[src/rtl/msts_pkg.sv]
// Package for the multi-slot timer scheduler: payload structs, operation and
// status codes, controller states and command/status structs.
// No dependencies.
`default_nettype none

package msts_pkg;

    localparam int NUM_SLOTS_DEF = 8;
    localparam int MAX_RESULTS   = 8;
    localparam logic [31:0] HALF_RANGE = 32'h8000_0000;

    typedef enum logic [1:0] {
        KIND_START  = 2'd0,
        KIND_CANCEL = 2'd1,
        KIND_POLL   = 2'd2,
        KIND_RSVD   = 2'd3
    } kind_t;

    typedef enum logic [2:0] {
        STAT_STARTED   = 3'd0,
        STAT_FULL      = 3'd1,
        STAT_CANCELLED = 3'd2,
        STAT_REJECTED  = 3'd3,
        STAT_FIRED     = 3'd4,
        STAT_NONE      = 3'd5
    } status_t;

    typedef struct packed {
        kind_t       kind;
        logic [31:0] now;
        logic [31:0] delay;
        logic        repeat_req;
        logic [3:0]  slot_sel;
    } in_item_t;

    typedef struct packed {
        status_t    status;
        logic [2:0] slot;
        logic       last;
    } out_item_t;

    typedef enum logic [1:0] {
        ST_IDLE,
        ST_SINGLE,
        ST_SCAN,
        ST_FLUSH
    } state_t;

    // Commands from the controller to the datapath.
    typedef struct packed {
        logic load;
        logic single;
        logic scan_step;
        logic flush;
    } ctrl_cmd_t;

    // Status from the datapath to the controller.
    typedef struct packed {
        logic out_free;
        logic scan_blocked;
        logic scan_last;
    } dp_stat_t;

endpackage

`default_nettype wire

[src/rtl/multi_slot_timer_scheduler.sv]
// Top level of the multi-slot timer scheduler: ties the controller and the
// datapath together. Depends on msts_pkg, msts_ctrl and msts_dp.
`default_nettype none

// The block keeps a table of NUM_SLOTS timer slots and takes one operation
// per input transfer: start claims the lowest free slot and reports it (or
// table full), cancel frees the slot given by s_data.slot_sel (or rejects
// it), and poll reports every expired slot in index order, advancing periodic
// slots by one period and freeing one-shot slots. A slot is expired when
// (now - deadline) mod 2^32 is below half the range. Every operation ends
// with a result whose last bit is set; a poll with nothing expired returns a
// single none-fired result, and the unused operation code gives no result.
// Items are handled one at a time. A start or cancel is held in an input
// register and answered from the single state once the output register is
// free. A poll walks the slot table with one slot per cycle; the scan holds
// whenever a fired result waits for an output register that has not been
// emptied. Fired results are held one slot behind the scan so that the last
// one can be marked. Results sit in an output register, so a finished
// result may wait on m_ready while the block is already free. At most eight
// results come from one poll; with more than eight slots, later expired
// slots are still updated but not reported, and slot numbers are reported
// modulo eight.
module multi_slot_timer_scheduler #(
    parameter int NUM_SLOTS = msts_pkg::NUM_SLOTS_DEF
) (
    input  wire logic                aclk,
    input  wire logic                aresetn,
    input  wire logic                s_valid,
    output logic                     s_ready,
    input  wire msts_pkg::in_item_t  s_data,
    output logic                     m_valid,
    input  wire logic                m_ready,
    output msts_pkg::out_item_t      m_data
);

    msts_pkg::ctrl_cmd_t cmd;
    msts_pkg::dp_stat_t  stat;

    msts_ctrl u_ctrl (
        .aclk    (aclk),
        .aresetn (aresetn),
        .s_valid (s_valid),
        .in_kind (s_data.kind),
        .s_ready (s_ready),
        .stat    (stat),
        .cmd     (cmd)
    );

    msts_dp #(
        .NUM_SLOTS (NUM_SLOTS)
    ) u_dp (
        .aclk    (aclk),
        .aresetn (aresetn),
        .s_data  (s_data),
        .cmd     (cmd),
        .stat    (stat),
        .m_valid (m_valid),
        .m_ready (m_ready),
        .m_data  (m_data)
    );

endmodule

`default_nettype wire

[src/rtl/msts_ctrl.sv]
// Controller state machine of the multi-slot timer scheduler.
// Depends on msts_pkg for states, codes and the command/status structs.
`default_nettype none

module msts_ctrl (
    input  wire logic              aclk,
    input  wire logic              aresetn,
    input  wire logic              s_valid,
    input  wire msts_pkg::kind_t   in_kind,
    output logic                   s_ready,
    input  wire msts_pkg::dp_stat_t stat,
    output msts_pkg::ctrl_cmd_t    cmd
);

    msts_pkg::state_t state_reg, state_next;

    always_ff @(posedge aclk) begin
        if (!aresetn) begin
            state_reg <= msts_pkg::ST_IDLE;
        end else begin
            state_reg <= state_next;
        end
    end

    always_comb begin
        state_next = state_reg;
        unique case (state_reg)
            msts_pkg::ST_IDLE: begin
                if (s_valid) begin
                    unique case (in_kind)
                        msts_pkg::KIND_START,
                        msts_pkg::KIND_CANCEL: state_next = msts_pkg::ST_SINGLE;
                        msts_pkg::KIND_POLL:   state_next = msts_pkg::ST_SCAN;
                        default:               state_next = msts_pkg::ST_IDLE;
                    endcase
                end
            end
            msts_pkg::ST_SINGLE: begin
                if (stat.out_free) begin
                    state_next = msts_pkg::ST_IDLE;
                end
            end
            msts_pkg::ST_SCAN: begin
                if (!stat.scan_blocked && stat.scan_last) begin
                    state_next = msts_pkg::ST_FLUSH;
                end
            end
            msts_pkg::ST_FLUSH: begin
                if (stat.out_free) begin
                    state_next = msts_pkg::ST_IDLE;
                end
            end
            default: state_next = msts_pkg::ST_IDLE;
        endcase
    end

    always_comb begin
        s_ready       = 1'b0;
        cmd.load      = 1'b0;
        cmd.single    = 1'b0;
        cmd.scan_step = 1'b0;
        cmd.flush     = 1'b0;
        unique case (state_reg)
            msts_pkg::ST_IDLE: begin
                s_ready  = 1'b1;
                cmd.load = s_valid;
            end
            msts_pkg::ST_SINGLE: cmd.single    = stat.out_free;
            msts_pkg::ST_SCAN:   cmd.scan_step = !stat.scan_blocked;
            msts_pkg::ST_FLUSH:  cmd.flush     = stat.out_free;
            default: ;
        endcase
    end

endmodule

`default_nettype wire

[src/rtl/msts_dp.sv]
// Datapath of the multi-slot timer scheduler: slot table, scan counter,
// pending fired result and the output register. Depends on msts_pkg.
`default_nettype none

module msts_dp #(
    parameter int NUM_SLOTS = msts_pkg::NUM_SLOTS_DEF
) (
    input  wire logic                aclk,
    input  wire logic                aresetn,
    input  wire msts_pkg::in_item_t  s_data,
    input  wire msts_pkg::ctrl_cmd_t cmd,
    output msts_pkg::dp_stat_t       stat,
    output logic                     m_valid,
    input  wire logic                m_ready,
    output msts_pkg::out_item_t      m_data
);

    localparam int SLOT_W = (NUM_SLOTS > 1) ? $clog2(NUM_SLOTS) : 1;
    localparam int CNT_W  = $clog2(msts_pkg::MAX_RESULTS + 1);

    // Slot table. Only the active bits are reset; the rest is written by a
    // start before it is ever read.
    logic [NUM_SLOTS-1:0] active_reg;
    logic [NUM_SLOTS-1:0] periodic_reg;
    logic [31:0]          deadline_reg [NUM_SLOTS];
    logic [31:0]          period_reg   [NUM_SLOTS];

    msts_pkg::in_item_t   item_reg;
    logic [SLOT_W-1:0]    idx_reg;
    logic                 pend_valid_reg;
    logic [SLOT_W-1:0]    pend_slot_reg;
    logic [CNT_W-1:0]     count_reg;

    logic                 m_valid_reg, m_valid_next;
    msts_pkg::out_item_t  m_data_reg,  m_data_next;

    // Lowest free slot.
    logic                 full;
    logic [SLOT_W-1:0]    free_idx;

    always_comb begin
        full     = 1'b1;
        free_idx = '0;
        for (int i = NUM_SLOTS - 1; i >= 0; i--) begin
            if (!active_reg[i]) begin
                full     = 1'b0;
                free_idx = SLOT_W'(i);
            end
        end
    end

    // Cancel index check.
    logic              sel_ok;
    logic [SLOT_W-1:0] sel_idx;

    assign sel_idx = SLOT_W'(item_reg.slot_sel);
    assign sel_ok  = ({1'b0, item_reg.slot_sel} < 5'(NUM_SLOTS)) && active_reg[sel_idx];

    // Expiry test of the slot under the scan counter.
    logic [31:0] diff;
    logic        fires;
    logic        record;

    assign diff   = item_reg.now - deadline_reg[idx_reg];
    assign fires  = active_reg[idx_reg] && (diff < msts_pkg::HALF_RANGE);
    assign record = fires && (count_reg < CNT_W'(msts_pkg::MAX_RESULTS));

    logic out_free;
    assign out_free = !m_valid_reg || m_ready;

    assign stat.out_free     = out_free;
    assign stat.scan_blocked = record && pend_valid_reg && !out_free;
    assign stat.scan_last    = (idx_reg == SLOT_W'(NUM_SLOTS - 1));

    // Slot numbers are reported in the three-bit result field.
    function automatic logic [2:0] slot_field(input logic [SLOT_W-1:0] idx);
        logic [SLOT_W+2:0] wide;
        wide = (SLOT_W + 3)'(idx);
        return wide[2:0];
    endfunction

    always_comb begin
        m_valid_next = m_valid_reg;
        m_data_next  = m_data_reg;
        if (m_ready) begin
            m_valid_next = 1'b0;
        end
        if (cmd.single) begin
            m_valid_next = 1'b1;
            m_data_next.last = 1'b1;
            if (item_reg.kind == msts_pkg::KIND_START) begin
                m_data_next.status = full ? msts_pkg::STAT_FULL : msts_pkg::STAT_STARTED;
                m_data_next.slot   = full ? 3'd0 : slot_field(free_idx);
            end else begin
                m_data_next.status = sel_ok ? msts_pkg::STAT_CANCELLED
                                            : msts_pkg::STAT_REJECTED;
                m_data_next.slot   = sel_ok ? slot_field(sel_idx) : 3'd0;
            end
        end else if (cmd.scan_step && record && pend_valid_reg) begin
            m_valid_next       = 1'b1;
            m_data_next.status = msts_pkg::STAT_FIRED;
            m_data_next.slot   = slot_field(pend_slot_reg);
            m_data_next.last   = 1'b0;
        end else if (cmd.flush) begin
            m_valid_next       = 1'b1;
            m_data_next.status = pend_valid_reg ? msts_pkg::STAT_FIRED : msts_pkg::STAT_NONE;
            m_data_next.slot   = pend_valid_reg ? slot_field(pend_slot_reg) : 3'd0;
            m_data_next.last   = 1'b1;
        end
    end

    always_ff @(posedge aclk) begin
        if (!aresetn) begin
            active_reg     <= '0;
            m_valid_reg    <= 1'b0;
            pend_valid_reg <= 1'b0;
            count_reg      <= '0;
            idx_reg        <= '0;
        end else begin
            m_valid_reg <= m_valid_next;
            if (cmd.load) begin
                idx_reg        <= '0;
                pend_valid_reg <= 1'b0;
                count_reg      <= '0;
            end
            if (cmd.single) begin
                if (item_reg.kind == msts_pkg::KIND_START) begin
                    if (!full) begin
                        active_reg[free_idx] <= 1'b1;
                    end
                end else if (sel_ok) begin
                    active_reg[sel_idx] <= 1'b0;
                end
            end
            if (cmd.scan_step) begin
                idx_reg <= idx_reg + 1'b1;
                if (fires && !periodic_reg[idx_reg]) begin
                    active_reg[idx_reg] <= 1'b0;
                end
                if (record) begin
                    pend_valid_reg <= 1'b1;
                    count_reg      <= count_reg + 1'b1;
                end
            end
        end
    end

    always_ff @(posedge aclk) begin
        m_data_reg <= m_data_next;
        if (cmd.load) begin
            item_reg <= s_data;
        end
        if (cmd.single && item_reg.kind == msts_pkg::KIND_START && !full) begin
            periodic_reg[free_idx] <= item_reg.repeat_req;
            deadline_reg[free_idx] <= item_reg.now + item_reg.delay;
            period_reg[free_idx]   <= item_reg.delay;
        end
        if (cmd.scan_step) begin
            if (record) begin
                pend_slot_reg <= idx_reg;
            end
            if (fires && periodic_reg[idx_reg]) begin
                deadline_reg[idx_reg] <= deadline_reg[idx_reg] + period_reg[idx_reg];
            end
        end
    end

    assign m_valid = m_valid_reg;
    assign m_data  = m_data_reg;

endmodule

`default_nettype wire

[config.mk]
export PLATFORM = sky130hd
export DESIGN_NAME = multi_slot_timer_scheduler
export DESIGN_NICKNAME = d
export VERILOG_FILES = /design/src/rtl/msts_pkg.sv /design/src/rtl/multi_slot_timer_scheduler.sv /design/src/rtl/msts_ctrl.sv /design/src/rtl/msts_dp.sv
export SDC_FILE = /design/constraint.sdc
export NUM_CORES = 1
export LEC_CHECK = 0
export ABC_AREA = 1
export BUFFER_PORTS_ARGS = -buffer_cell sky130_fd_sc_hd__buf_2
export CORE_UTILIZATION = 39
export CTS_CLUSTER_SIZE = 12
export DETAILED_ROUTE_END_ITERATION = 10
export PLACE_DENSITY = 0.56
export SLEW_MARGIN = 20
export SYNTH_ARGS = -nofsm -noshare
export SYNTH_HDL_FRONTEND = slang
export SYNTH_SLANG_ARGS = --single-unit
[constraint.sdc]
create_clock -name aclk -period 12.5 [get_ports aclk]
set_clock_uncertainty 0.05 [all_clocks]
set_input_delay 3.125 -clock aclk [delete_from_list [all_inputs] [get_ports aclk]]
set_output_delay 3.125 -clock aclk [all_outputs]
set_load 0.01 [all_outputs]
==> Word level (Yosys, flattened, before mapping) <==
Memory sizes are Yosys's and may differ from the RTL's. A register that Yosys moved wholly into a read port is not among the register bits.
Index checks and enable logic that the tools add are counted.
{ "word_totals": {"word_cells": 159, "inputBits": 75, "mem_count": 2, "regBits": 108, "mem_bits_rw": 512} }
{ "op_classes": {"reduce_logical": 33, "bitwise_logic": 5, "n_addsub": 5, "muxes": 80, "eq_ne": 9, "magnitude_cmp": 9} }
{ "mem_list": {"columns": ["name", "words", "word_bits", "rd", "rd_ports_with_merged_regs", "wr", "line_no", "text"], "rows": [
  ["u_dp.deadline_reg", 8, 32, 1, 1, 1, "msts_dp.sv:25", "logic [31:0] deadline_reg [NUM_SLOTS];"],
  ["u_dp.period_reg", 8, 32, 1, 1, 1, "msts_dp.sv:26", "logic [31:0] period_reg [NUM_SLOTS];"]
]} }
{ "ops": {"columns": ["cell", "count"], "rows": [
  ["$add 32x32->32", 2],
  ["$mux 8", 7],
  ["$mux 3", 18],
  ["$mux 1", 35],
  ["$lt 32x32->1 const B", 1],
  ["$mux 32", 1],
  ["$reduce_or 32->1", 1],
  ["$sub 32x32->32", 1],
  ["$mux 7", 3],
  ["$and 8x8->8", 2],
  ["$not 8->8", 2],
  ["$logic_and 1x1->1", 15],
  ["$lt 3x4->1 const B", 3],
  ["$mux 4", 3],
  ["$bmux 1 s3", 3],
  ["$demux 1 s3", 3],
  ["$ge 3x1->1 const B", 3],
  ["$bwmux 8", 1],
  ["$lt 4x4->1 const B", 2],
  ["$or 8x8->8", 1],
  ["$eq 2x2->1 const B", 3],
  ["$logic_not 2->1", 3],
  ["$mux 2", 3],
  ["$mux 6", 1],
  ["other kinds (16)", 24]
]} }

==> Depth between registers and ports, before layout <==
Gate-level depths: netlist of the first run.
{ "logic_depth": {"word_depth": 20, "mapped_depth": 30, "ltp_nobuf": 26} }

==> By module <==
From an unflattened synthesis of the first run, not the netlist that was laid out.
{ "hier_totals": {"cells_unflattened": 3277, "area_unflattened_um2": 31336.3} }
{ "modules_own_cells": {"columns": ["mod", "area_each_um2", "seq_area_each_um2", "n_inst", "cells_each"], "rows": [
  ["msts_dp", 31179.9, 18437.7, 1, 3251],
  ["msts_ctrl", 156.4, 40.0, 1, 26]
]} }

==> Worst setup path after synthesis of the first run <==
No wires, ideal clock.
{ "synth_path": {"kind": "in2reg", "startpoint": "input m_ready", "endpoint": "memory u_dp.period_reg[6][0], enable pin", "n_path_buf": 0, "required_time_ps": 11941, "t_arrival_ps": 7310, "slack_ps": 4630, "cell_stages": 8, "path_cell_list": "nor2_1 > nor2_1 > inv_1 > nor2_1 > inv_1 > nor2_1 > inv_1 > nor4_1"} }
{ "synth_via": {"elab_chain_len": 6} }
{ "synth_lines": {"columns": ["element", "line_no", "text"], "rows": [
  ["start, declared", "multi_slot_timer_scheduler.sv:32", "input wire logic m_ready,"],
  ["$logic_or 1x1->1", "msts_dp.sv:69", "assign out_free = !m_valid_reg || m_ready;"],
  ["$mux 1", "msts_ctrl.sv:63", "unique case (state_reg)"],
  ["$logic_and 1x1->1 (2 in series)", "msts_dp.sv:153", "if (cmd.single && item_reg.kind == msts_pkg::KIND_START && !full) begin"],
  ["$mux 1", "msts_dp.sv:153", null],
  ["$mux 1 (implied by the code)", "msts_dp.sv:156", "period_reg[free_idx] <= item_reg.delay;"],
  ["end, declared", "msts_dp.sv:26", null]
]} }
No other way between the ends.

==> impl_metrics.tcl, run 1 <==
set metrics [dict create \
    timing.final.hold_violations 0 \
    core_um2 71500 \
    preCtsSetupSlack_ps 5500 \
    status "finished clean" \
    multi_input_area_um2 8700 \
    pwr_density_cell_nw_per_um2 156 \
    place.gp.congestion 0.871 \
    avgSynthCellArea_um2 11.2 \
    finalPower_w 0.00497 \
    final-seq-area_um2 18500 \
    drt-total-wl_um 78700 \
    dr.pass1.iters 5 \
    place_hpwl_um 51300 \
    post_synth_num_cell_types 54 \
    cap_violations 0 \
    hp-class "flop to flop" \
    cts-resized-gates 0 \
    crit_fanout 84 \
    synth_edf_count 600 \
    diodes 0 \
    cp-end-kind "flop" \
    cts_setup_buffers 0 \
    crit_arrival_ps 7170 \
    leakagePower_nw 11.5 \
    row_count 98 \
    tightest_slew_ps 1010 \
    synth_warnings 0 \
    h-tree-depth 3 \
    irDropWorstVdd_mv 0.113 \
    grt_pass1_vias 19100 \
    area_delta_synth_final_pct 13.2 \
    synth_top_cell_by_area "edfxtp_1" \
    slew_headroom_pct 32.8 \
    fin_ws_ps 5580 \
    slew_viol_final 0 \
    fp.dieH_um 271 \
    grt_pass1_wl_um 118000 \
    rsz0062_at_grt "false" \
    instances_no_fill 3585 \
    grt_util_all_layers_pct 21.4 \
    timing.final.crit_share_pct 55.4 \
    grt_antenna_before_repair 0 \
    drt_iter0_drc 1613 \
    yosys-top-cells-area "edfxtp_1, o21ai_0, nor2_1" \
    synth-seq-cells 623 \
    insertion_delay_ps 620 \
    synth_flop_cell "edfxtp_1" \
    wl_per_cell_um 22.0 \
    synth_compound_area_share_pct 12.8 \
    die-area_um2 73300 \
    netlist_instances 2514 \
    portBuffers 83 \
    clk_pin_slew_ps 60 \
    critPathKind "flop to flop" \
    period_minus_slack_ps 6920 \
    crit_required_ps 12750 \
    synthAdderAreaFrac_pct 4.36 \
    timing.fmax_mhz 145 \
    synth_xor_area_share_pct 1.83 \
    synthTopCellsByCount "edfxtp_1, nor2_1, o21ai_0" \
    viasPerCell 5.44 \
    overflow 0 \
    tns_ps 0 \
    synthMuxAreaShare_pct 0.0355 \
    post-route-util_pct 44.6 \
    synth_top_family_by_area "compound AO/OA/AOI/OAI gates" \
    final_layout_size_suffix_gt1_share_pct 8.92 \
    io_pins 84 \
    fill_cells 6580 \
    cts.sinks 623 \
    synthMostInstantiatedCell "edfxtp_1" \
    clk_path_buf_depth 3 \
    hold_buffers 0 \
    synth-async-reset-ratio_pct 0 \
    cts_buffers 69 \
    syn_area_um2 28200 \
    start_util_pct 39.4 \
    drc 0 \
    clock-root-buffer "clkbuf_16" \
    die_width_um 271 \
    drtAntennaViolNets 0 \
    synthSimpleGateAreaFrac_pct 11.4 \
    final_nets 2759 \
    finalSetupViolCount 0 \
    synth_fp_nets 2686 \
    ys_seq_area_share_pct 65.6 \
    synth_top_area_share_pct 63.9 \
    cp-start-kind "flop" \
    cts_tree "yes" \
    vias 19500 \
    dp_cells 3466 \
    grt_max_degree 129 \
]
-- placed cells by master, fill, tap and decap left out, types with 6 or more instances in the layout --
| master | n |
|---|---|
| nand4_1 | 22 |
| o211ai_1 | 6 |
| o22ai_1 | 96 |
| ha_1 | 95 |
| clkbuf_16 | 71 |
| clkinv_1 | 16 |
| edfxtp_1 | 600 |
| dfxtp_1 | 21 |
| nor4_1 | 6 |
| inv_1 | 168 |
| o21ai_0 | 343 |
| buf_2 | 83 |
| clkinv_2 | 7 |
| nand2_1 | 268 |
| o21ai_1 | 21 |
| clkbuf_1 | 19 |
| nor3_1 | 18 |
| a31oi_1 | 44 |
| a21oi_1 | 109 |
| buf_4 | 19 |
| nor2_4 | 13 |
| xor2_1 | 36 |
| nor2_1 | 412 |
| nand3_1 | 32 |
| xnor2_1 | 23 |
-- logic make-up (layout without fill, tap and decap cells) --
group           Yosys count  in the layout
compound gates          657            657
xor+xnor                 59             59
buf+inv                 285            406
mux                       1              1
flops                   623            623
simple gates            792            792
fa+ha+maj                97             97
-- metal layers --
metal	up-vias	wire length [um]	global-route usage, %
met2	562	37200	34.8
met5	-	0	0
met3	136	4050	3.23
met1	9620	35000	29.2
li1	9188	-	-
met4	0	2450	7.34
-- where the power goes --
part	internal (W)	switching [W]
Combinational	0.000180	0.000436
Clock	0.00109	0.000811
Sequential	0.00241	0.0000462
Total	0.00367	0.00129
-- final timing paths --
check | startpoint | end | slack, ps | cells past startpoint
worst max-delay path | flop | u_dp.deadline_reg[2][7] | 5580 | 20
worst min-delay path | u_dp.m_data[0] | u_dp.m_data[0] | 440 | 2
worst min register to register | u_dp.m_data[0] | u_dp.m_data[0] | 440 | 2
worst max register to register | flop | u_dp.deadline_reg[2][7] | 5580 | 20
-- critical path, stage by stage, from the launching register on --
cell and delay [ps]:
dfxtp_4 560, buf_4 690, buf_4 800, o21ai_0 260, o22ai_1 210, inv_1 50, o21ai_0 320, inv_1 90
ha_1 300, nand2_1 160, o21a_1 250, o221ai_1 420, a31oi_1 220, nand3_1 180, nand3_4 120, nor2_8 160
nand3_4 370, nand2_1 220, nand3_2 230, nor2_4 620, buf_16 250
-- stage by stage --
| step | cell area (um2) | hold slack (ps) |
|---|---|---|
| after detailed placement | 29800 | 432 |
| after CTS | 31900 | 453 |
| after floorplan | 28200 | 385 |
| after global routing | 31900 | 477 |
| final | 31900 | 440 |
| after global placement | 29600 | 427 |
-- area by class of cell --
type / instances / share of cell area (%)
well taps: 950 / 3.73
flip-flops and latches: 623 / 58.0
inverters: 176 / 2.10
multi-input cells: 1606 / 27.3
repair buffers: 111 / 2.43
clock inverters: 28 / 0.651
clock buffers: 91 / 5.84
(Power assumes the default switching activity.)
==> run 2: changes to the inputs <==
clock period = 7.26 ns   (was 12.5 ns; I/O delays follow)
==> run 2 against run 1 <==
Register-to-register slack worse by 4000 ps. Worst hold slack better by 13 ps. Flip-flop and latch count stayed put. Critical path depth is 2 higher. Die area stayed put. Non-clock buffer count is 10 higher. Global-route usage is 0.98 points lower. Wire length is 4.8% lower. Combinational power is 72% higher. Sequential share of layout area hardly changed. Sequential power is 72% higher. Power is 72% higher.
==> impl_metrics.tcl, run 2 (same netlist as run 1, synthesis figures left out) <==
set metrics [dict create \
    grt_antenna_before_repair 2 \
    clkPwrFrac_pct 38.2 \
    core_um2 71500 \
    power.share.switching_pct 25.8 \
    wl_per_cell_um 20.9 \
    worst_r2r_path_depth 22 \
    cap_violations 0 \
    final_cell_mix "edfxtp_1, nor2_1, o21ai_0" \
    cts-resized-gates 0 \
    cts_setup_buffers 0 \
    pwr_density_cell_nw_per_um2 268 \
    status "finished clean" \
    grt_pass1_vias 18900 \
    leakagePower_nw 11.5 \
    fp.dieH_um 271 \
    grt_max_degree 123 \
    power_switching_w 0.00220 \
    crit_path_frequent_cell "nand2_1" \
    die_width_um 271 \
    place.gp.congestion 0.910 \
    critPathKind "flop to flop" \
    grt_util_all_layers_pct 20.4 \
    tightest_slew_ps 921 \
    irDropWorstVdd_mv 0.176 \
    period_minus_slack_ps 5690 \
    drtAntennaViolNets 0 \
    timing.final.crit_share_pct 78.4 \
    crit_family "simple AND/OR/NAND/NOR gates" \
    post-route-util_pct 44.6 \
    tns_ps 0 \
    dr.pass1.iters 7 \
    slew_headroom_pct 38.6 \
    intPower_w 0.00634 \
    placed_cell_area_um2 29800 \
    final_nets 2770 \
    drt-total-wl_um 75000 \
    finalPower_w 0.00855 \
    cts_buffers 70 \
    dp_cells 3476 \
    crit_fanout 58 \
    timing.final.hold_violations 0 \
    worst-path-buf-inv 5 \
    worstPathCellList "clkinv_2 -> buf_12 -> buf_4 -> o21ai_0 -> o22ai_1 -> nand2_1 -> o21ai_0 -> inv_1 -> ha_1 -> nand2_1 -> nor2_1 -> nand2_1 -> nor4_1 -> nand2_2 -> nand3_1 -> nand3_4 -> nor2_8 -> nand3_4 -> nand2_1 -> nand3_2 -> nor2_4 -> buf_4" \
    place_hpwl_um 48300 \
    p_comb_share_pct 12.4 \
    cts.sinks 623 \
    final_layout_size_suffix_gt1_share_pct 9.38 \
    overflow 0 \
    reg2reg_slack_ps 1570 \
    clock-root-buffer "clkbuf_16" \
    timing.fmax_mhz 176 \
    vias 19300 \
    slowest_stage "dfxtp_4" \
    hp-class "flop to flop" \
    rsz0062_at_grt "false" \
    worstHoldPathCells 2 \
    io_pins 84 \
    fill_cells 6524 \
    cp-start-kind "flop" \
    seqPwrFrac_pct 49.4 \
    start_util_pct 39.4 \
    area_delta_synth_final_pct 13.3 \
    cts_tree "yes" \
    diodes 0 \
    insertion_delay_ps 610 \
    portBuffers 83 \
    hold_buffers 0 \
    layout_commonest_cell "edfxtp_1" \
    crit_arrival_ps 5880 \
    clk_pin_slew_ps 50 \
    drt_iter0_drc 1662 \
    cp_num_cells 22 \
    cp-end-kind "flop" \
    instances_no_fill 3595 \
    finalSetupViolCount 0 \
    drc 0 \
    die-area_um2 73300 \
    cpPeakStageDelay_ps 520 \
    row_count 98 \
    final_cell_area_um2 31900 \
    grt_pass1_wl_um 113000 \
    h-tree-depth 3 \
    crit_required_ps 7450 \
    viasPerCell 5.37 \
    slew_viol_final 0 \
    clk_path_buf_depth 3 \
]
-- run 2: cell type report --
class                           count  area [um2]  area share (%)
Clock inverter                     32         233           0.729
Tap cell                          950        1190            3.72
Inverter                          176         671            2.10
Timing Repair Buffer              121         776            2.43
Clock buffer                       87        1860            5.82
Sequential cell                   623       18500            57.9
Multi-Input combinational cell   1606        8700            27.3
-- run 2: power groups by stage --
stage               clock [W]  sequential (W)  combinational [W]
floorplan                   0         0.00425           0.000697
global placement            0         0.00429            0.00104
detailed placement          0         0.00429            0.00106
CTS                   0.00334         0.00422            0.00106
global route          0.00347         0.00423            0.00117
finish                0.00327         0.00422            0.00106
-- run 2: through the flow --
stage               worst slack, ps  hold WS [ps]
finish                         1570           453
global route                    994           493
CTS                            1530           444
detailed placement             1560           429
global placement               1710           439
floorplan                       700           385
-- run 2: routing by layer --
layer  track usage, %  share of wire [%]
met3             2.96                4.5
met5                0                  0
met4             8.30                3.7
met2             34.2                 48
met1             26.6                 43
-- run 2: worst paths after layout --
kind | startpoint | end
setup / recovery | flop | u_dp.deadline_reg[5][7]
hold / removal | u_dp.m_data[0] | u_dp.m_data[0]
setup reg to reg | flop | u_dp.deadline_reg[5][7]
hold reg to reg | u_dp.m_data[0] | u_dp.m_data[0]
-- run 2: worst min-delay path, cell delays in order, from the launching register on --
cell,delay [ps]
dfxtp_1,330
o21ai_0,90
inv_1,50
==> run 3: changes to the inputs <==
clock period = 5.3 ns   (was 7.26 ns; I/O delays follow)
==> run 3 against run 2 <==
Final cell count is 1.8% higher. Register-to-register slack worse by 1200 ps. Critical path depth stayed put. Worst hold slack better by 0.84 ps. Highest routed layer unchanged. Critical endpoint is now u_dp.deadline_reg[3][19].
==> impl_metrics.tcl, run 3 (same netlist as run 1, synthesis figures left out) <==
set metrics [dict create \
    clk_pin_slew_ps 60 \
    diodes 0 \
    fp.dieH_um 271 \
    timing.final.hold_violations 0 \
    clk_path_buf_depth 3 \
    die-area_um2 73300 \
    grt_max_degree 77 \
    core_um2 71500 \
    pwr_density_cell_nw_per_um2 366 \
    final_layout_size_suffix_gt1_share_pct 11.6 \
    power.share.switching_pct 25.5 \
    final-seq-area_um2 18500 \
    grt_antenna_before_repair 0 \
    intPower_w 0.00888 \
    tightest_slew_ps 928 \
    die_width_um 271 \
    crit_required_ps 5540 \
    cts-resized-gates 0 \
    drtAntennaViolNets 0 \
    area_delta_synth_final_pct 15.7 \
    h-tree-depth 3 \
    row_count 98 \
    drt_iter0_drc 1689 \
    final_cell_area_um2 32600 \
    place.gp.congestion 0.895 \
    start_util_pct 39.4 \
    portBuffers 83 \
    overflow 0 \
    placed_cell_area_um2 30500 \
    timing.fmax_mhz 204 \
    rsz0062_at_grt "false" \
    critPathKind "flop to flop" \
    cts_buffers 70 \
    cts_tree "yes" \
    cp-start-kind "flop" \
    timing.final.crit_share_pct 92.3 \
    cts_setup_buffers 0 \
    clock-root-buffer "clkbuf_16" \
    drc 0 \
    io_pins 84 \
    wl_per_cell_um 21.0 \
    insertion_delay_ps 610 \
    hold_buffers 0 \
    period_minus_slack_ps 4890 \
    seqPwrFrac_pct 48.4 \
    slew_viol_final 0 \
    instances_no_fill 3660 \
    grt_pass1_wl_um 117000 \
    multi_input_area_um2 8710 \
    final_nets 2834 \
    layout_commonest_cell "edfxtp_1" \
    crit_fanout 32 \
    slew_headroom_pct 37.5 \
    vias 19600 \
    crit_arrival_ps 5130 \
    leakagePower_nw 11.9 \
    tns_ps 0 \
    cts.sinks 623 \
    grt_util_all_layers_pct 21.0 \
    hp-class "flop to flop" \
    grt_pass1_vias 19600 \
    place_hpwl_um 51200 \
    finalSetupViolCount 0 \
    p_comb_share_pct 13.0 \
    dp_cells 3540 \
    clkPwrFrac_pct 38.6 \
    power_switching_w 0.00304 \
    status "finished clean" \
    viasPerCell 5.36 \
    holdWs_ps 454 \
    irDropWorstVdd_mv 0.275 \
    cp-end-kind "flop" \
    fill_cells 6499 \
    final_cell_mix "edfxtp_1, nor2_1, o21ai_0" \
    dr.pass1.iters 5 \
    drt-total-wl_um 77000 \
    cap_violations 0 \
]
run 3: final timing paths:
path | endpoint | cells past startpoint | slack [ps] | from
hold reg to reg | u_dp.m_data[0] | 2 | 450 | u_dp.m_data[0]
setup / recovery | u_dp.deadline_reg[3][19] | 22 | 410 | flop
hold / removal | u_dp.m_data[0] | 2 | 450 | u_dp.m_data[0]
setup reg to reg | u_dp.deadline_reg[3][19] | 22 | 410 | flop
run 3: stage by stage:
step / worst slack [ps] / total power (W) / util [%]
floorplan: -50.4 / 0.00678 / -
global placement: 437 / 0.00740 / 42.6
detailed placement: 388 / 0.00742 / 42.6
CTS: 355 / 0.0120 / 45.6
global route: 3.67 / 0.0124 / 45.6
finish: 406 / 0.0119 / 45.6
run 3: critical path: stages, from the launching register on:
cell,delay [ps]
dfxtp_4,460
inv_6,260
buf_4,400
o21ai_0,130
o22ai_1,130
inv_1,50
o21ai_0,310
inv_1,90
ha_1,290
a21oi_1,170
o21a_1,150
o221ai_1,170
a31oi_1,340
nand2_1,140
nand2_2,100
nand3_4,100
nor2_8,130
nand3_4,100
buf_4,190
nand2_1,70
nand3_2,210
nor2_4,210
buf_4,280
run 3: cell type report:
cell class | count | share of cell area [%]
flip-flops and latches | 623 | 56.7
multi-input cells | 1606 | 26.7
clock buffers | 86 | 5.75
repair buffers | 185 | 4.27
well taps | 950 | 3.65
inverters | 176 | 2.06
clock inverters | 34 | 0.856
run 3: power by group through the flow:
stage | clock network [W] | logic, W | registers, W
after detailed placement | 0 | 0.00154 | 0.00588
after global placement | 0 | 0.00153 | 0.00588
after global routing | 0.00487 | 0.00171 | 0.00578
after CTS | 0.00471 | 0.00155 | 0.00578
final | 0.00461 | 0.00155 | 0.00578
after floorplan | 0 | 0.000955 | 0.00582
run 3: layer usage:
| layer | wire [um] | global-route usage, % |
|---|---|---|
| met3 | 4660 | 3.71 |
| met4 | 2110 | 6.56 |
| met1 | 33200 | 27.9 |
| met5 | 0 | 0 |
| met2 | 37100 | 34.9 |
